===== src/hdl/multi_channel_alarm_timer_defines.svh =====
// Assertion macros for the alarm timer, used by the top level to check its own logic.
`ifndef MULTI_CHANNEL_ALARM_TIMER_DEFINES_SVH
`define MULTI_CHANNEL_ALARM_TIMER_DEFINES_SVH

// Check on every clock edge outside reset
`define MCAT_ASSERT(lbl, prop, msg) \
  lbl: assert property (@(posedge clk) disable iff (!rst_n) prop) else $error(msg);

// Check that also holds through reset
`define MCAT_ASSERT_RST(lbl, prop, msg) \
  lbl: assert property (@(posedge clk) prop) else $error(msg);

`endif


===== src/hdl/mcat_pkg.sv =====
// Types and codes for the multi-channel alarm timer.
`default_nettype none

package mcat_pkg;

  // Command codes of an input beat
  typedef enum logic [1:0] {
    CMD_SET    = 2'd0,
    CMD_CANCEL = 2'd1,
    CMD_TICK   = 2'd2
  } cmd_t;

  // Result kinds
  typedef enum logic [1:0] {
    KIND_OK      = 2'd0,
    KIND_INVALID = 2'd1,
    KIND_FIRED   = 2'd2,
    KIND_DONE    = 2'd3
  } kind_t;

  // Sequencer states
  typedef enum logic [2:0] {
    S_IDLE,
    S_CMD,
    S_SCAN,
    S_EVAL,
    S_DONE
  } state_t;

  // One channel entry in the table memory
  typedef struct packed {
    logic [15:0] reload;
    logic [15:0] count;
    logic [7:0]  tgt_task;
    logic        autorl;
  } chan_entry_t;

endpackage

`default_nettype wire


===== src/hdl/mcat_if.sv =====
// Valid/ready channel interfaces for command beats and result beats.
`default_nettype none

interface mcat_in_if;
  logic        valid;
  logic        ready;
  logic [1:0]  cmd;
  logic [7:0]  alarm_index;
  logic [15:0] tick_count;
  logic [7:0]  task_id;
  logic        autoreload;

  modport source (output valid, output cmd, output alarm_index, output tick_count,
                  output task_id, output autoreload, input ready);
  modport sink   (input valid, input cmd, input alarm_index, input tick_count,
                  input task_id, input autoreload, output ready);
endinterface

interface mcat_out_if;
  logic       valid;
  logic       ready;
  logic [1:0] kind;
  logic [2:0] fired_alarm;
  logic [7:0] fired_task;
  logic       any_fired;
  logic       last;

  modport source (output valid, output kind, output fired_alarm, output fired_task,
                  output any_fired, output last, input ready);
  modport sink   (input valid, input kind, input fired_alarm, input fired_task,
                  input any_fired, input last, output ready);
endinterface

`default_nettype wire


===== src/hdl/multi_channel_alarm_timer.sv =====
// Multi-channel alarm timer top level: sequencer plus channel table memory.
//
// Channel   Dir  Beat contents
// in_ch     in   cmd, alarm_index, tick_count, task_id, autoreload
// out_ch    out  kind, fired_alarm, fired_task, any_fired, last
//
// Set and cancel: the beat is checked in S_CMD and the result is loaded once the
// result register is free. Tick: after S_IDLE takes the beat, S_SCAN skips each
// inactive channel; an active channel is read in S_SCAN, then decremented and written
// back in S_EVAL; S_DONE emits the done result. One command is in flight.
// Reset clears all active bits at once; no memory clearing pass is needed.
// A stalled result register holds the sequencer only when it must emit.
`default_nettype none
`include "multi_channel_alarm_timer_defines.svh"

module multi_channel_alarm_timer #(
  parameter int CHANNELS    = 8,
  parameter int MAX_TASK_ID = 8
) (
  input  wire         clk,
  input  wire         rst_n,
  mcat_in_if.sink     in_ch,
  mcat_out_if.source  out_ch
);
  import mcat_pkg::*;

  localparam int CW = (CHANNELS > 1) ? $clog2(CHANNELS) : 1;

  logic          wr_en;
  logic [CW-1:0] wr_addr;
  chan_entry_t   wr_data;
  logic          rd_en;
  logic [CW-1:0] rd_addr;
  chan_entry_t   rd_data;

  // Sequencer
  mcat_ctrl #(
    .CHANNELS    (CHANNELS),
    .MAX_TASK_ID (MAX_TASK_ID),
    .CW          (CW)
  ) u_ctrl (
    .clk     (clk),
    .rst_n   (rst_n),
    .in_ch   (in_ch),
    .out_ch  (out_ch),
    .wr_en   (wr_en),
    .wr_addr (wr_addr),
    .wr_data (wr_data),
    .rd_en   (rd_en),
    .rd_addr (rd_addr),
    .rd_data (rd_data)
  );

  // Channel table
  mcat_mem #(
    .DEPTH (CHANNELS),
    .AW    (CW)
  ) u_mem (
    .clk     (clk),
    .wr_en   (wr_en),
    .wr_addr (wr_addr),
    .wr_data (wr_data),
    .rd_en   (rd_en),
    .rd_addr (rd_addr),
    .rd_data (rd_data)
  );

  // Checks
  `MCAT_ASSERT(a_one_in_flight, in_ch.valid && in_ch.ready |=> !in_ch.ready, "beat taken busy")
  `MCAT_ASSERT(a_last_kind, out_ch.valid |-> (out_ch.last == (out_ch.kind != KIND_FIRED)), "bad last")
  `MCAT_ASSERT_RST(a_reset_quiet, !rst_n |=> !out_ch.valid, "result valid after reset")

endmodule

`default_nettype wire


===== src/hdl/mcat_mem.sv =====
// Channel table memory: one write port, one registered read port.
`default_nettype none

module mcat_mem #(
  parameter int DEPTH = 8,
  parameter int AW    = 3
) (
  input  wire                       clk,
  input  wire                       wr_en,
  input  wire  [AW-1:0]             wr_addr,
  input  mcat_pkg::chan_entry_t     wr_data,
  input  wire                       rd_en,
  input  wire  [AW-1:0]             rd_addr,
  output mcat_pkg::chan_entry_t     rd_data
);
  import mcat_pkg::*;

  chan_entry_t mem_r [DEPTH];
  chan_entry_t rd_data_r;

  // Write port
  always_ff @(posedge clk) begin
    if (wr_en) begin
      mem_r[wr_addr] <= wr_data;
    end
  end

  // Read port, data held until the next read
  always_ff @(posedge clk) begin
    if (rd_en) begin
      rd_data_r <= mem_r[rd_addr];
    end
  end

  assign rd_data = rd_data_r;

endmodule

`default_nettype wire


===== src/hdl/mcat_ctrl.sv =====
// Command sequencer: argument checks, tick scan with read-modify-write, result register.
`default_nettype none

module mcat_ctrl #(
  parameter int CHANNELS    = 8,
  parameter int MAX_TASK_ID = 8,
  parameter int CW          = 3
) (
  input  wire                   clk,
  input  wire                   rst_n,
  mcat_in_if.sink               in_ch,
  mcat_out_if.source            out_ch,
  output logic                  wr_en,
  output logic [CW-1:0]         wr_addr,
  output mcat_pkg::chan_entry_t wr_data,
  output logic                  rd_en,
  output logic [CW-1:0]         rd_addr,
  input  mcat_pkg::chan_entry_t rd_data
);
  import mcat_pkg::*;

  localparam logic [CW-1:0] CH_LAST = CW'(CHANNELS - 1);

  // Control state
  state_t              state_r, state_nxt;
  logic [CW-1:0]       ch_r, ch_nxt;
  logic                any_r, any_nxt;
  logic [CHANNELS-1:0] active_r, active_nxt;

  // Captured command beat
  logic [1:0]  cmd_r;
  logic [7:0]  idx_r;
  logic [15:0] ticks_r;
  logic [7:0]  task_r;
  logic        autorl_r;

  // Result register
  logic        out_valid_r;
  kind_t       kind_r;
  logic [2:0]  alarm_r;
  logic [7:0]  ftask_r;
  logic        any_o_r;
  logic        last_r;

  // Result to load this cycle
  logic        emit;
  kind_t       e_kind;
  logic [2:0]  e_alarm;
  logic [7:0]  e_task;
  logic        e_any;
  logic        e_last;

  logic        out_free;
  logic        idx_ok;
  logic        set_ok;
  logic [CW-1:0] idx_ch;
  logic [15:0] dec;

  assign out_free = !out_valid_r || out_ch.ready;
  assign idx_ok   = idx_r < 8'(CHANNELS);
  assign set_ok   = idx_ok && (ticks_r != 16'd0) && (task_r <= 8'(MAX_TASK_ID));
  assign idx_ch   = idx_r[CW-1:0];
  assign dec      = rd_data.count - 16'd1;

  // Next state, memory access and result selection
  always_comb begin
    state_nxt    = state_r;
    ch_nxt       = ch_r;
    any_nxt      = any_r;
    active_nxt   = active_r;
    in_ch.ready  = 1'b0;
    emit         = 1'b0;
    e_kind       = KIND_OK;
    e_alarm      = 3'd0;
    e_task       = 8'd0;
    e_any        = 1'b0;
    e_last       = 1'b1;
    wr_en        = 1'b0;
    wr_addr      = ch_r;
    wr_data      = rd_data;
    rd_en        = 1'b0;
    rd_addr      = ch_r;

    unique case (state_r)
      S_IDLE: begin
        in_ch.ready = 1'b1;
        if (in_ch.valid) begin
          if (in_ch.cmd == CMD_TICK) begin
            ch_nxt    = CH_LAST;
            any_nxt   = 1'b0;
            state_nxt = S_SCAN;
          end else begin
            state_nxt = S_CMD;
          end
        end
      end

      S_CMD: begin
        if (out_free) begin
          emit      = 1'b1;
          state_nxt = S_IDLE;
          unique case (cmd_r)
            CMD_SET: begin
              if (set_ok) begin
                wr_en              = 1'b1;
                wr_addr            = idx_ch;
                wr_data.reload     = ticks_r;
                wr_data.count      = ticks_r;
                wr_data.tgt_task   = task_r;
                wr_data.autorl     = autorl_r;
                active_nxt[idx_ch] = 1'b1;
              end else begin
                e_kind = KIND_INVALID;
              end
            end
            CMD_CANCEL: begin
              if (idx_ok) begin
                active_nxt[idx_ch] = 1'b0;
              end else begin
                e_kind = KIND_INVALID;
              end
            end
            default: begin
              e_kind = KIND_INVALID;
            end
          endcase
        end
      end

      // Skip inactive channels, fetch active ones
      S_SCAN: begin
        if (active_r[ch_r]) begin
          rd_en     = 1'b1;
          state_nxt = S_EVAL;
        end else if (ch_r == '0) begin
          state_nxt = S_DONE;
        end else begin
          ch_nxt = ch_r - 1'b1;
        end
      end

      // Decrement and write back; an expiry waits for the result register
      S_EVAL: begin
        if (dec != 16'd0) begin
          wr_en         = 1'b1;
          wr_data.count = dec;
          if (ch_r == '0) begin
            state_nxt = S_DONE;
          end else begin
            ch_nxt    = ch_r - 1'b1;
            state_nxt = S_SCAN;
          end
        end else if (out_free) begin
          emit          = 1'b1;
          e_kind        = KIND_FIRED;
          e_alarm       = 3'(ch_r);
          e_task        = rd_data.tgt_task;
          e_last        = 1'b0;
          any_nxt       = 1'b1;
          wr_en         = 1'b1;
          wr_data.count = rd_data.autorl ? rd_data.reload : dec;
          if (!rd_data.autorl) begin
            active_nxt[ch_r] = 1'b0;
          end
          if (ch_r == '0) begin
            state_nxt = S_DONE;
          end else begin
            ch_nxt    = ch_r - 1'b1;
            state_nxt = S_SCAN;
          end
        end
      end

      S_DONE: begin
        if (out_free) begin
          emit      = 1'b1;
          e_kind    = KIND_DONE;
          e_any     = any_r;
          state_nxt = S_IDLE;
        end
      end

      default: begin
        state_nxt = S_IDLE;
      end
    endcase
  end

  // State registers
  always_ff @(posedge clk) begin
    if (!rst_n) begin
      state_r  <= S_IDLE;
      ch_r     <= '0;
      any_r    <= 1'b0;
      active_r <= '0;
    end else begin
      state_r  <= state_nxt;
      ch_r     <= ch_nxt;
      any_r    <= any_nxt;
      active_r <= active_nxt;
    end
  end

  // Command capture
  always_ff @(posedge clk) begin
    if (in_ch.valid && in_ch.ready) begin
      cmd_r    <= in_ch.cmd;
      idx_r    <= in_ch.alarm_index;
      ticks_r  <= in_ch.tick_count;
      task_r   <= in_ch.task_id;
      autorl_r <= in_ch.autoreload;
    end
  end

  // Result register
  always_ff @(posedge clk) begin
    if (!rst_n) begin
      out_valid_r <= 1'b0;
    end else if (emit) begin
      out_valid_r <= 1'b1;
    end else if (out_ch.ready) begin
      out_valid_r <= 1'b0;
    end
  end

  always_ff @(posedge clk) begin
    if (emit) begin
      kind_r  <= e_kind;
      alarm_r <= e_alarm;
      ftask_r <= e_task;
      any_o_r <= e_any;
      last_r  <= e_last;
    end
  end

  assign out_ch.valid       = out_valid_r;
  assign out_ch.kind        = kind_r;
  assign out_ch.fired_alarm = alarm_r;
  assign out_ch.fired_task  = ftask_r;
  assign out_ch.any_fired   = any_o_r;
  assign out_ch.last        = last_r;

endmodule

`default_nettype wire

===== src/flat_wrapper.sv =====
// flat-port wrapper written by rule: the top's interface ports become plain ports
module multi_channel_alarm_timer_flat import mcat_pkg::*;
#(
  parameter int CHANNELS    = 8,
  parameter int MAX_TASK_ID = 8
)
  (clk, rst_n, in_ch_valid, in_ch_cmd, in_ch_alarm_index, in_ch_tick_count, in_ch_task_id, in_ch_autoreload, in_ch_ready, out_ch_valid, out_ch_kind, out_ch_fired_alarm, out_ch_fired_task, out_ch_any_fired, out_ch_last, out_ch_ready);
  mcat_in_if in_ch_i ();
  mcat_out_if out_ch_i ();
  input  wire clk;
  input  wire rst_n;
  input wire logic [$bits(in_ch_i.valid)-1:0] in_ch_valid;
  input wire logic [$bits(in_ch_i.cmd)-1:0] in_ch_cmd;
  input wire logic [$bits(in_ch_i.alarm_index)-1:0] in_ch_alarm_index;
  input wire logic [$bits(in_ch_i.tick_count)-1:0] in_ch_tick_count;
  input wire logic [$bits(in_ch_i.task_id)-1:0] in_ch_task_id;
  input wire logic [$bits(in_ch_i.autoreload)-1:0] in_ch_autoreload;
  output wire logic [$bits(in_ch_i.ready)-1:0] in_ch_ready;
  output wire logic [$bits(out_ch_i.valid)-1:0] out_ch_valid;
  output wire logic [$bits(out_ch_i.kind)-1:0] out_ch_kind;
  output wire logic [$bits(out_ch_i.fired_alarm)-1:0] out_ch_fired_alarm;
  output wire logic [$bits(out_ch_i.fired_task)-1:0] out_ch_fired_task;
  output wire logic [$bits(out_ch_i.any_fired)-1:0] out_ch_any_fired;
  output wire logic [$bits(out_ch_i.last)-1:0] out_ch_last;
  input wire logic [$bits(out_ch_i.ready)-1:0] out_ch_ready;
  assign in_ch_i.valid = in_ch_valid;
  assign in_ch_i.cmd = in_ch_cmd;
  assign in_ch_i.alarm_index = in_ch_alarm_index;
  assign in_ch_i.tick_count = in_ch_tick_count;
  assign in_ch_i.task_id = in_ch_task_id;
  assign in_ch_i.autoreload = in_ch_autoreload;
  assign in_ch_ready = in_ch_i.ready;
  assign out_ch_valid = out_ch_i.valid;
  assign out_ch_kind = out_ch_i.kind;
  assign out_ch_fired_alarm = out_ch_i.fired_alarm;
  assign out_ch_fired_task = out_ch_i.fired_task;
  assign out_ch_any_fired = out_ch_i.any_fired;
  assign out_ch_last = out_ch_i.last;
  assign out_ch_i.ready = out_ch_ready;
  multi_channel_alarm_timer #(.CHANNELS(CHANNELS), .MAX_TASK_ID(MAX_TASK_ID)) u_core (.clk(clk), .rst_n(rst_n), .in_ch(in_ch_i), .out_ch(out_ch_i));
endmodule

===== config.mk =====
export PLATFORM = sky130hd
export DESIGN_NAME = multi_channel_alarm_timer_flat
export DESIGN_NICKNAME = d
export VERILOG_FILES = /design/src/hdl/mcat_pkg.sv /design/src/hdl/mcat_if.sv /design/src/hdl/multi_channel_alarm_timer.sv /design/src/hdl/mcat_mem.sv /design/src/hdl/mcat_ctrl.sv /design/src/flat_wrapper.sv
export VERILOG_INCLUDE_DIRS = /design/src /design/src/hdl
export SDC_FILE = /design/constraint.sdc
export NUM_CORES = 1
export LEC_CHECK = 0
export BUFFER_PORTS_ARGS = -buffer_cell sky130_fd_sc_hd__buf_2
export CORE_AREA = 5 5 254 132
export CTS_BUF_LIST = sky130_fd_sc_hd__clkbuf_4 sky130_fd_sc_hd__clkbuf_8
export DETAILED_ROUTE_END_ITERATION = 6
export DIE_AREA = 0 0 259 137
export PLACE_DENSITY = 0.74
export SLEW_MARGIN = 30
export SYNTH_ARGS = -nofsm -noshare
export SYNTH_HDL_FRONTEND = slang
export SYNTH_HIERARCHICAL = 1
export SYNTH_SLANG_ARGS = --single-unit

===== constraint.sdc =====
create_clock -name clk -period 16.7 [get_ports clk]
set_input_delay 1.67 -clock clk [delete_from_list [all_inputs] [get_ports clk]]
set_output_delay 1.67 -clock clk [all_outputs]
set_load 0.02 [all_outputs]

Yosys cells after proc, flatten, opt, wreduce, memory -nomap -nowiden
Memory sizes are Yosys's and may differ from the RTL's. A register that Yosys moved wholly into a read port is not among the register bits. Index checks and enable logic that the tools add are counted.

Logic and storage cells: 146. Register bits after elaboration: 66. RAM bits: 328. Memories kept: 1. Input port bits: 39. Output and inout port bits: 17.

Memory list: u_core.u_mem.mem_r (depth 8, width 41, rd ports 1, clocked after Yosys merged registers in 1, wr ports 1, RTL line mcat_mem.sv:18) `chan_entry_t mem_r [DEPTH];`.

Magnitude comparators: 6. Equal/unequal tests: 19. Muxes and demuxes: 72. Reduce and logical (&&, ||, !) cells: 24. $add $sub $neg: 2. Bitwise gates (word level): 7.

Operator list (number): 41-bit two-way mux (3); 16-bit two-way mux (4); 3-bit two-way mux (17); 8-bit two-way mux (6); 16-bit case mux with 2 select lines (1); 8-bit case mux with 2 select lines (2); 16-bit nonzero test (2); 1-bit two-way mux (23); 8-bit bitwise AND (2); 8-bit inverter (2); 16-bit by 1-bit subtractor with 16-bit output, second input constant (1); 2-bit != test, second input constant (7); 3-bit != test, second input constant (4); 3-bit case mux with 4 select lines (1); 2-bit two-way mux (5); 5-bit AND reduction (2); 9-bit two-way mux (1); 3-bit case mux with 3 select lines (1); 8-bit by 4-bit less-or-equal comparator with 1-bit output, second input constant (1); 3-bit by 4-bit < comparator with 1-bit output, second input constant (2); 8-bit by 4-bit < comparator with 1-bit output, second input constant (1); 8-bit bitwise OR (1); 8-bit AND reduction (1); 1-bit demux with 3-bit select (2); 25 further kinds (38).

Logic depth before layout (Yosys ltp)
Depth in word-level cells: 10. Gate-level depth with buffers: 9. Mapped depth without buffers: 9.

Hierarchy
The synthesis kept the hierarchy.

By module, submodules not included: mcat_mem (sequential area each 11080.6 um^2, times used 1, area each 13903.3 um^2, cells an instance 528); mcat_ctrl (sequential area each 1821.7 um^2, times used 1, area each 4410.5 um^2, cells an instance 481).

Worst setup path before layout
OpenSTA, ideal clock, no wires.

Path kind: in2reg. Start point: input out_ch_ready. End point: memory u_core/u_mem/mem_r[0][0] in the netlist's numbering (enable). Arrival: 5.910 ns. Library setup time: 0.490 ns. Required time: 16.210 ns. Stages: 7. Setup slack: 10.300 ns. Buffers on the path: 2. Cells stage by stage: nand2b_1 clkbuf_1 nand4b_1 nor3_1 clkbuf_1 o21ai_0 nor3_1.

Elaborated cells on any way between the ends: 9. Classes of those cells: mux: 8; reduce/logical: 1.

RTL lines: start: declaration (RTL line flat_wrapper.sv:25) `input wire logic [$bits(out_ch_i.ready)-1:0] out_ch_ready;`; 1-bit logical OR (RTL line mcat_ctrl.sv:59) `assign out_free = !out_valid_r || out_ch.ready;`; 3-bit two-way mux (RTL line mcat_ctrl.sv:99) `if (out_free) begin`; 3-bit two-way mux (RTL line mcat_ctrl.sv:84) `unique case (state_r)`; via u_core.wr_addr[1] (RTL line multi_channel_alarm_timer.sv:30) `logic [CW-1:0] wr_addr;`; end: declaration (RTL line mcat_mem.sv:18).

The timed path passes the listed nets, and every way through them passes these cells.

Final worst setup path
Start point: input out_ch_ready. End point: memory u_core/u_mem/mem_r[5][20] in the netlist's numbering (enable).

Same word-level chain as after synthesis.

==> flow_summary.yaml <==
setup_path:
  slowest_stage: "nor2_4"
  slowest_delay_ns: 0.73
  worstSetupPathType: "input port to flip-flop"
  path_max_fanout: 22
  critPathArrivalTime_ns: 5.12
  cp_cell_sequence: "buf_2 > nand2b_1 > nand4b_1 > nor3_4 > o21ai_0 > nand2b_1 > nor2_4 > buf_4"
  worst_setup_path_start_kind: "input port"
  crit_top_cell: "nand2b_1"
  cp-end-kind: "flip-flop"
  cp.required_ns: 16.94
logic_synthesis:
  yosys-top-cells-area: "edfxtp_1, mux4_1, mux2_2"
  ys_ff_latch: 435
  ys_types: 76
  ys.flop_type: "edfxtp_1"
  ys_seq_area_frac: 0.705
  synth_top_area_cell: "edfxtp_1"
  yosysTopAreaCellShare: 0.687
  synthCells: 1009
  syn_nets: 1052
  synth_area_mm2: 0.0183
  synth_edf_count: 419
  avgSynthCellArea_um2: 18.2
  async_flop_share: 0
  synth_warnings: 6
sta:
  relSlewSlack: 0.353
  finalHoldViolations: 0
  fin_tns_setup_ns: 0
  holdWs_ns: 0.491
  rsz0062_at_grt: "no"
  setup_ws_ns: 11.82
  skew_ns: 0.0412
  finalMaxSlewViolations: 0
  period_share: 0.292
  worst_slew_pin_slew_ns: 0.960
  setup_viol_count_final: 0
  max_freq_ghz: 0.205
  finalCriticalPeriod_ns: 4.88
detailed_routing:
  drt-total-wl_mm: 42.1
  drc: 1
  wl_per_cell_um: 26.9
  drt_iter0_drc: 1475
  avgViaCountPerCell: 6.48
  dr.pass1.iters: 7
  vias: 10100
  ant_nets: 0
clock_network:
  cts_buffer_depth: 3
  cts_resized: 0
  cts.sinks: 435
  htree_levels: 2
  cts_inserted_buffers: 56
  post_cts_buffers: 0
  root_buffer: "clkbuf_8"
  clkLatencyLatePin_ns: 0.61
  cts_tree: "yes"
  ctsHoldBuffers: 0
  path_clk_slew_ns: 0.07
global_routing:
  grt_pass1_wl_mm: 62.2
  grt_pass1_vias: 9731
  grt.overflow.total: 0
  globalRouteTotalUtil: 0.238
  grt_start_max_net_pins: 68
  antenna_found_initial: 1
layout:
  final_core_util: 0.648
  fin_area_mm2: 0.0202
  fill_cells: 2135
  multi_input_area_mm2: 0.00514
  drive_gt1_frac: 0.215
  regArea_mm2: 0.0129
  layout-area-overhead-vs-synth_pct: 10.1
  n_antenna_cell: 0
  finish.net_count: 1137
  final_cell_mix: "edfxtp_1, mux4_1, nand2_1"
  layout_commonest_cell: "edfxtp_1"
  finalNonFillerCells: 1564
die:
  core-area_mm2: 0.0311
  row_count: 46
  die_h_um: 137
  die_w_um: 259
  io_pins: 56
  initial_core_util: 0.588
  die_area_mm2: 0.0355
status:
  outcome: "finished, violations left"
  violations: "DRC"
placement:
  hpwl_mm: 26.6
  gp_congestion: 1.01
  placed_cell_area_mm2: 0.0191
  dp_cells: 1468
  io_buffers: 55
  post-place-ws_ns: 11.05
flow_run:
  max_cap_viol_count: 0
hold_path:
  hold_path.class: "flip-flop to flip-flop"
power:
  leakage_nw: 6.56
  p_per_area_mw_per_mm2: 137
  power.total_mw: 2.75
  irDropWorstVdd_v: 0.0000750
==> cell families after synthesis <==
kind of cell | Yosys count | share of synthesized area
DFF | 435 | 0.705
and+or+nand+nor | 213 | 0.0637
muxes | 148 | 0.158
AOI/OAI and AO/OA | 127 | 0.0481
buffers and inverters | 74 | 0.0194
xor gates and xnor gates | 8 | 0.00383
adders and majority gates | 4 | 0.00273
==> critical path, delay by kind of cell <==
kind	cells	cell delay, ns
buf+inv	2	0.55
simple gates	5	2.47
compound gates	1	0.39
==> path summary, 6_finish.rpt <==
path         slack (ns)  cells after the start                      from                   endpoint
max               11.82                      8              out_ch_ready  u_core/u_mem/mem_r[5][20]
min                0.49                      2                 flip-flop                  flip-flop
max reg2reg       12.18                     11  u_core/u_mem/rd_data[10]  u_core/u_mem/mem_r[1][20]
min reg2reg        0.49                      2                 flip-flop                  flip-flop
==> cells in the mapped netlist (all sizes together) (16+ instances only) <==
cell type / n
edfxtp: 419
o21ai: 45
mux4: 83
mux2: 52
clkbuf: 30
and2: 16
buf: 22
inv: 21
dfxtp: 16
nor2: 31
nand2: 59
nor3: 18
==> routing by layer <==
layer  part of all wire  GRT usage
met1               0.45      0.382
met2               0.41      0.320
met3               0.12     0.0721
met4              0.022     0.0560
met5                  0          0
==> final cells by class <==
class / count / share of cell area
repair buffers: 79 / 0.0228
inverters: 22 / 0.00409
clock inverters: 20 / 0.00552
clock buffers: 76 / 0.0460
flip-flops and latches: 435 / 0.640
well taps: 432 / 0.0268
multi-input cells: 500 / 0.255
==> report_power, final <==
part           internal [mW]  switching [mW]
Sequential              1.30          0.0703
Clock                  0.373           0.369
Combinational          0.281           0.358
==> sequential cells by signal, summed over array words and instances, names as in the netlist, 2 cells and up, named ones only <==
name / flops
u_core/u_ctrl/out_ch.fired_task: 8
u_core/u_ctrl/out_ch.kind: 2
u_core/u_ctrl/rd_addr: 3
u_core/u_mem/rd_data: 41
u_core/u_ctrl/out_ch.fired_alarm: 3
u_core/u_mem/mem_r: 328
u_core/u_ctrl/idx_r: 8
u_core/u_ctrl/task_r: 8
u_core/u_ctrl/state_r: 3
u_core/u_ctrl/cmd_r: 2
u_core/u_ctrl/ticks_r: 16
No activity file was read; power rests on OpenSTA's default activity.
